--- config.mk ---
export PLATFORM = sky130hd
export DESIGN_NAME = sha1_byte_stream_hasher_unit
export DESIGN_NICKNAME = d
export VERILOG_FILES = /design/src/hw/rtl/sha1bs_pkg.sv /design/src/hw/rtl/sha1bs_datapath.sv /design/src/hw/rtl/sha1bs_ctrl.sv /design/src/hw/rtl/sha1_byte_stream_hasher_unit.sv
export SDC_FILE = /design/constraint.sdc
export NUM_CORES = 2
export LEC_CHECK = 0
export BUFFER_PORTS_ARGS = -buffer_cell sky130_fd_sc_hd__buf_2
export CORE_MARGIN = 4
export CORE_UTILIZATION = 63
export CTS_BUF_LIST = sky130_fd_sc_hd__clkbuf_16
export DETAILED_ROUTE_END_ITERATION = 7
export PLACE_DENSITY_LB_ADDON = 0.25
export RECOVER_POWER = 100
export SLEW_MARGIN = 30
export SYNTH_ARGS = -nofsm -noshare
export SYNTH_HDL_FRONTEND = slang
export SYNTH_SLANG_ARGS = --single-unit
--- constraint.sdc ---
create_clock -name clk -period 21.6 [get_ports clk]
set_clock_uncertainty 0.1 [all_clocks]
set_input_delay 1.08 -clock clk [delete_from_list [all_inputs] [get_ports clk]]
set_output_delay 1.08 -clock clk [all_outputs]
set_load 0.02 [all_outputs]
--- src/hw/rtl/sha1bs_pkg.sv ---
`timescale 1ns / 1ps
package sha1bs_pkg;
  localparam logic [31:0] H0 = 32'h67452301;
  localparam logic [31:0] H1 = 32'hEFCDAB89;
  localparam logic [31:0] H2 = 32'h98BADCFE;
  localparam logic [31:0] H3 = 32'h10325476;
  localparam logic [31:0] H4 = 32'hC3D2E1F0;
  localparam logic [7:0] PAD_BYTE = 8'h80;
  localparam logic [5:0] LEN_POS = 6'd56;
  localparam logic OP_ABSORB = 1'b0;
  localparam logic OP_FINISH = 1'b1;

  typedef enum logic [2:0] {
    ST_IDLE, ST_ROUND, ST_ADD, ST_PAD, ST_OUT
  } sha1bs_state_t;

  typedef struct packed {
    logic init_chain;
    logic start_block;
    logic do_round;
    logic add_chain;
    logic pad_write;
    logic out_load;
  } sha1bs_cmd_t;

  typedef struct packed {
    logic round_last;
    logic pad_last;
  } sha1bs_sts_t;

  function automatic logic [31:0] round_k(input logic [6:0] r);
    if (r < 7'd20) round_k = 32'h5A827999;
    else if (r < 7'd40) round_k = 32'h6ED9EBA1;
    else if (r < 7'd60) round_k = 32'h8F1BBCDC;
    else round_k = 32'hCA62C1D6;
  endfunction
endpackage

--- src/hw/rtl/sha1bs_datapath.sv ---
`timescale 1ns / 1ps
module sha1bs_datapath (
  input  logic clk,
  input  logic absorb,
  input  logic [7:0] data_byte,
  input  logic [5:0] wr_idx,
  input  logic [31:0] bits,
  input  logic pad_first,
  input  sha1bs_pkg::sha1bs_cmd_t cmd,
  output sha1bs_pkg::sha1bs_sts_t sts,
  output logic [31:0] digest_word0,
  output logic [31:0] digest_word1,
  output logic [31:0] digest_word2,
  output logic [31:0] digest_word3,
  output logic [31:0] digest_word4
);
  import sha1bs_pkg::*;

  logic [31:0] w [16];
  logic [31:0] h [5];
  logic [31:0] a, b, c, d, e;
  logic [6:0] rnd;
  logic [5:0] pad_idx;
  logic [31:0] f, wt, wnew, t, x;
  logic [3:0] wi;
  logic [7:0] pad_val;

  assign wnew = {x[30:0], x[31]};
  assign x = w[13] ^ w[8] ^ w[2] ^ w[0];
  assign wt = (rnd < 7'd16) ? w[rnd[3:0]] : wnew;
  assign wi = pad_idx[5:2];

  always_comb begin
    if (rnd < 7'd20) f = (b & c) | (~b & d);
    else if (rnd < 7'd40 || rnd >= 7'd60) f = b ^ c ^ d;
    else f = (b & c) | (b & d) | (c & d);
    t = {a[26:0], a[31:27]} + f + e + wt + round_k(rnd);
    if (pad_idx == wr_idx && pad_first) pad_val = PAD_BYTE;
    else if (pad_idx >= 6'd60 && !(pad_first && wr_idx >= LEN_POS))
      pad_val = bits[8*(3 - pad_idx[1:0]) +: 8];
    else pad_val = 8'd0;
  end

  assign sts.round_last = (rnd == 7'd79);
  assign sts.pad_last = (pad_idx == 6'd63);

  always_ff @(posedge clk) begin
    if (cmd.init_chain) begin
      h[0] <= H0; h[1] <= H1; h[2] <= H2; h[3] <= H3; h[4] <= H4;
    end
    if (absorb) w[wr_idx[5:2]][8*(3 - wr_idx[1:0]) +: 8] <= data_byte;
    if (cmd.start_block) begin
      rnd <= '0;
      pad_idx <= wr_idx;
      a <= h[0]; b <= h[1]; c <= h[2]; d <= h[3]; e <= h[4];
    end
    if (cmd.pad_write) begin
      w[wi][8*(3 - pad_idx[1:0]) +: 8] <= pad_val;
      pad_idx <= pad_idx + 6'd1;
    end
    if (cmd.do_round) begin
      a <= t; b <= a; c <= {b[1:0], b[31:2]}; d <= c; e <= d;
      rnd <= rnd + 7'd1;
      if (rnd >= 7'd16) begin
        for (int i = 0; i < 15; i++) w[i] <= w[i+1];
        w[15] <= wnew;
      end
    end
    if (cmd.add_chain) begin
      h[0] <= h[0] + a; h[1] <= h[1] + b; h[2] <= h[2] + c;
      h[3] <= h[3] + d; h[4] <= h[4] + e;
    end
    if (cmd.out_load) begin
      digest_word0 <= h[0]; digest_word1 <= h[1]; digest_word2 <= h[2];
      digest_word3 <= h[3]; digest_word4 <= h[4];
    end
  end
endmodule

--- src/hw/rtl/sha1bs_ctrl.sv ---
`timescale 1ns / 1ps
module sha1bs_ctrl (
  input  logic clk,
  input  logic rst,
  input  logic in_valid,
  input  logic op,
  output logic in_stall,
  output logic out_valid,
  input  logic out_stall,
  input  sha1bs_pkg::sha1bs_sts_t sts,
  output sha1bs_pkg::sha1bs_cmd_t cmd,
  output logic absorb,
  output logic [5:0] wr_idx,
  output logic [31:0] bits,
  output logic pad_first
);
  import sha1bs_pkg::*;

  sha1bs_state_t state, state_next;
  logic [5:0] count;
  logic [31:0] nbytes;
  logic fin, second, take;

  assign in_stall = (state != ST_IDLE) || out_valid;
  assign take = in_valid && !in_stall;
  assign absorb = take && op == OP_ABSORB;
  assign wr_idx = count;
  assign bits = {nbytes[28:0], 3'b000};
  assign pad_first = !second;

  always_comb begin
    state_next = state;
    unique case (state)
      ST_IDLE: begin
        if (take && op == OP_FINISH) state_next = ST_PAD;
        else if (absorb && count == 6'd63) state_next = ST_ROUND;
      end
      ST_PAD: if (sts.pad_last) state_next = ST_ROUND;
      ST_ROUND: if (sts.round_last) state_next = ST_ADD;
      ST_ADD: begin
        if (!fin) state_next = ST_IDLE;
        else if (pad_first && count >= LEN_POS) state_next = ST_PAD;
        else state_next = ST_OUT;
      end
      ST_OUT: state_next = ST_IDLE;
      default: state_next = ST_IDLE;
    endcase
  end

  always_comb begin
    cmd = '0;
    cmd.init_chain = rst || state == ST_OUT;
    cmd.start_block = (take && op == OP_FINISH) || (state == ST_PAD && sts.pad_last);
    cmd.pad_write = state == ST_PAD;
    cmd.do_round = state == ST_ROUND;
    cmd.add_chain = state == ST_ADD;
    cmd.out_load = state == ST_OUT;
    if (absorb && count == 6'd63) cmd.start_block = 1'b1;
  end

  always_ff @(posedge clk) begin
    if (rst) begin
      state <= ST_IDLE; count <= '0; nbytes <= '0; fin <= 1'b0;
      second <= 1'b0; out_valid <= 1'b0;
    end else begin
      state <= state_next;
      if (out_valid && !out_stall) out_valid <= 1'b0;
      if (absorb) begin
        count <= count + 6'd1;
        nbytes <= nbytes + 32'd1;
      end
      if (take && op == OP_FINISH) begin
        fin <= 1'b1; second <= 1'b0;
      end
      if (state == ST_ADD && fin && pad_first && count >= LEN_POS) second <= 1'b1;
      if (state == ST_OUT) begin
        out_valid <= 1'b1; fin <= 1'b0; second <= 1'b0;
        count <= '0; nbytes <= '0;
      end
    end
  end
endmodule

--- src/hw/rtl/sha1_byte_stream_hasher_unit.sv ---
`timescale 1ns / 1ps
// absorb: bytes are taken while idle; every 64th byte starts a block of 80 rounds and a chain add
// finish: per block a pad sweep (from the bytes held to byte 63, all 64 for a second block) and
// the 80 rounds with the chain add, one or two blocks, then ST_OUT loads the digest
// the 80-round compression loop, one round per cycle, stalls input until a block is done
// rst (synchronous) loads the initial chaining words and clears counts
module sha1_byte_stream_hasher_unit (
  input  logic clk,
  input  logic rst,
  input  logic in_valid,
  output logic in_stall,
  input  logic op,
  input  logic [7:0] data_byte,
  output logic out_valid,
  input  logic out_stall,
  output logic [31:0] digest_word0,
  output logic [31:0] digest_word1,
  output logic [31:0] digest_word2,
  output logic [31:0] digest_word3,
  output logic [31:0] digest_word4
);
  import sha1bs_pkg::*;

  sha1bs_cmd_t cmd;
  sha1bs_sts_t sts;
  logic absorb, pad_first;
  logic [5:0] wr_idx;
  logic [31:0] bits;

  sha1bs_ctrl u_ctrl (
    .clk, .rst, .in_valid, .op, .in_stall, .out_valid, .out_stall,
    .sts, .cmd, .absorb, .wr_idx, .bits, .pad_first
  );

  sha1bs_datapath u_dp (
    .clk, .absorb, .data_byte, .wr_idx, .bits, .pad_first, .cmd, .sts,
    .digest_word0, .digest_word1, .digest_word2, .digest_word3, .digest_word4
  );
endmodule

* After elaboration in Yosys (flattened, before gate mapping)
Memories as Yosys holds them, arrays and structs flattened. A register that Yosys moved wholly into a read port is not among the register bits. Index checks and enable logic that the tools add are counted.
Storage, ports and cells: flip-flop bits (word level) 377, RAM bits 672, word-level logic and storage cells 167, memories 2
Cells by class: add/sub/neg operators 17, order comparisons 8, equality and inequality tests 11, shifts and indexed selects 5, multiplexer cells 57, bitwise logic cells 19, reductions and logical operators 30
Memories:
- u_dp.w | depth 16, width 32, rd ports 17, clocked after Yosys merged registers in 1, write ports 16, line sha1bs_datapath.sv:19 | logic [31:0] w [16];
- u_dp.h | depth 5, width 32, rd ports 5, clocked after Yosys merged registers in 0, write ports 5, line sha1bs_datapath.sv:20 | logic [31:0] h [5];
Operators with widths (count):
- 32-bit 2-to-1 mux | 26
- 32-bit adder | 9
- 32-bit XOR | 5
- 32-bit bitwise AND | 4
- 32-bit bitwise OR | 3
- 32-bit negation with 34-bit output | 2
- 8-bit by 34-bit variable shift with 32-bit output (first input constant) | 2
- 8-bit by 34-bit variable part select with 32-bit output | 2
- 32-bit OR reduction | 2
- 32-bit by 33-bit variable part select with 8-bit output | 1
- 32-bit by 1-bit adder with 32-bit output (second input constant) | 1
- 32-bit NOT | 1
- 31-bit 2-to-1 mux | 1
- 3-bit 2-to-1 mux | 6
- 8-bit 2-to-1 mux | 2
- 7-bit by 5-bit less-than comparator with 1-bit output (second input constant) | 2
- 7-bit by 6-bit less-than comparator with 1-bit output (second input constant) | 2
- 1-bit 2-to-1 mux | 14
- 7-bit 2-to-1 mux | 2
- 6-bit by 1-bit adder with 6-bit output (second input constant) | 2
- 6-bit equality test (second input constant) | 2
- 6-bit >= comparator (second input constant) | 2
- 1-bit logical AND | 12
- 4-bit 2-to-1 mux | 3
- other kinds (22) | 39

* Logic depth before layout (Yosys ltp)
depth in word-level cells 10, mapped depth 28

* Hierarchy
From an unflattened synthesis, not the netlist that was laid out.
Second synthesis, totals: cells, all modules 5364, area total of the unflattened synthesis 61282.5 µm²
By module, submodules not included:
- sha1bs_datapath | instances 1, cells each 5113, area each 59200.5 µm²
- sha1bs_ctrl | instances 1, cells each 251, area each 2082.0 µm²

* Worst setup path before layout
Ideal clock, no wire load.
path kind register -> register, start register u_ctrl.state[1], end memory u_dp.h[0][0] (enable), arrival time 15.631 ns, data required time 20.971 ns, path slack 5.340 ns, cell stages (with the launch flop) 4, path through dfxtp_1 -> clkbuf_1 -> nor3_1 -> or3_1
RTL lines:
- start, declared | line sha1bs_ctrl.sv:19 | sha1bs_state_t state, state_next;
- start signal, assigned | line sha1bs_ctrl.sv:66 | state <= state_next;
- end, declared | line sha1bs_datapath.sv:20

==> results_dict.tcl <==
set metrics [dict create \
    status "complete, but fails checks" \
    violations "capacitance limit, slew limit" \
    cap_viol_max_count 35 \
    pwr_density_cell_mw_per_mm2 165 \
    clkTransAtPathRegs_ns 0.06 \
    hold_ws_ns 0.370 \
    drtPass1Iterations 7 \
    top_register "u_dp.w" \
    largest_register_ff_count 512 \
    grt_pass1_wl_mm 241 \
    cts_setup_buffers 0 \
    synth_fp_nets 5083 \
    nets 5204 \
    synth_area_mm2 0.0582 \
    hpwl_mm 113 \
    setup.worst_path.start "u_dp.rnd[4]" \
    multi_input_comb_area_mm2 0.0253 \
    power.leakage_nw 26.4 \
    fp-row-count 111 \
    seqCellArea_mm2 0.0311 \
    coreArea_mm2 0.0917 \
    gp_congestion 0.975 \
    timing.rr.start "u_dp.rnd[4]" \
    netlist_top_cells_count "edfxtp_1, a21o_1, nand2_1" \
    htree_levels 3 \
    largestRegisters "u_dp.w: 512 flops, u_dp.h: 160 flops" \
    cts_resized 0 \
    synth_edf_count 1005 \
    drt-total-wl_mm 161 \
    tns_ns 0 \
    remaining_drc_errors 0 \
    fp.dieW_um 312 \
    grt_max_degree 209 \
    grt.overflow.total 0 \
    io_pins 175 \
    grt_use_total 0.328 \
    drt_first_iter_violations 5110 \
    min_path_type "reg -> reg" \
    finalHoldViolCount 0 \
    die_height_um 312 \
    synthCells 4739 \
    cts_made_buffers 108 \
    worstPathArrival_ns 13.92 \
    drt-vias-per-instance 6.55 \
    cp_data_required_time_ns 21.82 \
    clockBufferDepth 3 \
    irDropWorstVdd_v 0.000214 \
    grt_pass1_vias 38800 \
    synth_ff_type "edfxtp_1" \
    port_buffers 174 \
    setup_violations 0 \
    rsz0062_at_grt "no" \
    crit_type "reg -> reg" \
    vias 40200 \
    critPathLaunchType "flop" \
    avgSynthCellArea_um2 12.3 \
    cts_tree "done" \
    synth_top_area_frac 0.519 \
    synth.largest_area_cell "edfxtp_1" \
    yosysMostFrequentCell "edfxtp_1" \
    worstMarginPinSlew_ns 8.69 \
    async_flop_share 0 \
    ys_warn_count 0 \
    p_total_mw 10.5 \
    crit_fanout 208 \
    antenna_found_initial 4 \
    ant_nets 0 \
    cts-root-buf "clkbuf_16" \
    fin_crit_sh 0.634 \
    max_freq_mhz 73.0 \
    fill_cells 6638 \
    initial_core_util 0.635 \
    final_max_slew_viol_count 1652 \
    ys_seq_elements 1050 \
    yosys-top-cells-area "edfxtp_1, a21o_1, mux4_2, ha_1, fa_1" \
    cts_hold_buf 0 \
    die_area_mm2 0.0973 \
    drive_above_1_share 0.0800 \
    seq_area_frac_synth 0.534 \
    slew_headroom -4.80 \
    antenna_cells 0 \
    post_drt_wl_per_cell_um 26.2 \
    period_needed_ns 13.70 \
    insertion_delay_ns 0.71 \
    min_from "u_ctrl.fin" \
    area_delta_synth_final_pct 9.16 \
    ys_types 79 \
    endpoint_kind "flop" \
    cts_sinks 1050 \
    utilization 0.693 \
]
cell type report:
class | count | share of cell area
clock buffer | 110 | 0.0433
clock inverter | 92 | 0.0154
inverter | 237 | 0.0140
multi-input combinational | 3204 | 0.398
sequential | 1050 | 0.489
tap | 1186 | 0.0234
timing repair buffer | 259 | 0.0167
cell usage in the layout (no fill, tap or decap), types with 12 or more instances in the layout:
master,Yosys,layout
dfxtp_1,45,41
clkbuf_1,201,231
o21ai_0,214,233
and3_1,31,31
mux4_2,165,165
nand2_1,502,501
or2_2,15,14
or3_1,19,18
clkbuf_16,0,110
nor3_1,49,49
a22oi_1,37,36
o21bai_1,54,54
o211ai_1,14,14
o21a_1,38,38
fa_1,125,125
inv_1,231,245
ha_1,206,206
edfxtp_1,1005,1005
a21o_1,546,546
xnor2_1,177,177
a21oi_1,150,150
nor2_1,295,294
nand4_1,25,25
buf_4,0,13
xor2_1,114,114
and2_1,22,17
nor2b_1,28,28
o31ai_1,12,12
buf_2,14,12
mux2i_1,40,40
a31oi_1,32,32
nand2b_1,29,29
bufinv_16,0,18
a211oi_1,17,17
nand3_1,52,52
clkinv_1,0,32
a221o_1,14,14
clkinv_2,0,14
o21ai_1,48,29
worst max-delay path, stage by stage (launching register included):
cell      delay (ns)
edfxtp_1        0.48
or3_2           0.18
buf_4           0.67
and2_4          0.68
clkbuf_1        1.81
clkbuf_1        6.16
nor2_1          2.30
o21bai_1        0.67
worst paths after layout:
path | to | slack (ns) | cells after the start
worst min register to register | u_ctrl.state[2] | 0.37 | 2
worst min-delay path | u_ctrl.state[2] | 0.37 | 2
worst max-delay path | u_dp.w[15][8] | 7.90 | 7
worst max register to register | u_dp.w[15][8] | 7.90 | 7
cell families after synthesis:
family	synth area share
AND/OR/NAND/NOR	0.0837
buffers and inverters	0.0318
AO/OA/AOI/OAI	0.148
flip-flops	0.534
multiplexers	0.0709
adder cells (fa/ha/maj)	0.0873
XOR/XNOR	0.0438
power breakdown:
group / switching (mW) / internal [mW] / total [mW] / leakage, nW
logic: 3.34 / 2.22 / 5.57 / 14.9
clock network: 0.826 / 1.14 / 1.97 / 1.85
registers: 0.309 / 2.65 / 2.96 / 9.63
routing by layer:
layer  share of wire  global-route usage  up-vias
li1                -                   -    17800
met1            0.37               0.429    19700
met2            0.47               0.519     2242
met3           0.094              0.0618      513
met4           0.071               0.188        6
met5         0.00027                   0        -
through the flow:
step	setup slack [ns]	cells	cell area, µm²
finish	7.90	6138	63500
global route	6.92	6138	63500
CTS	13.57	6134	64100
detailed placement	13.57	5932	60400
global placement	13.58	5931	60300
floorplan	5.34	4739	58200
Power figures use the tool's default switching activity.
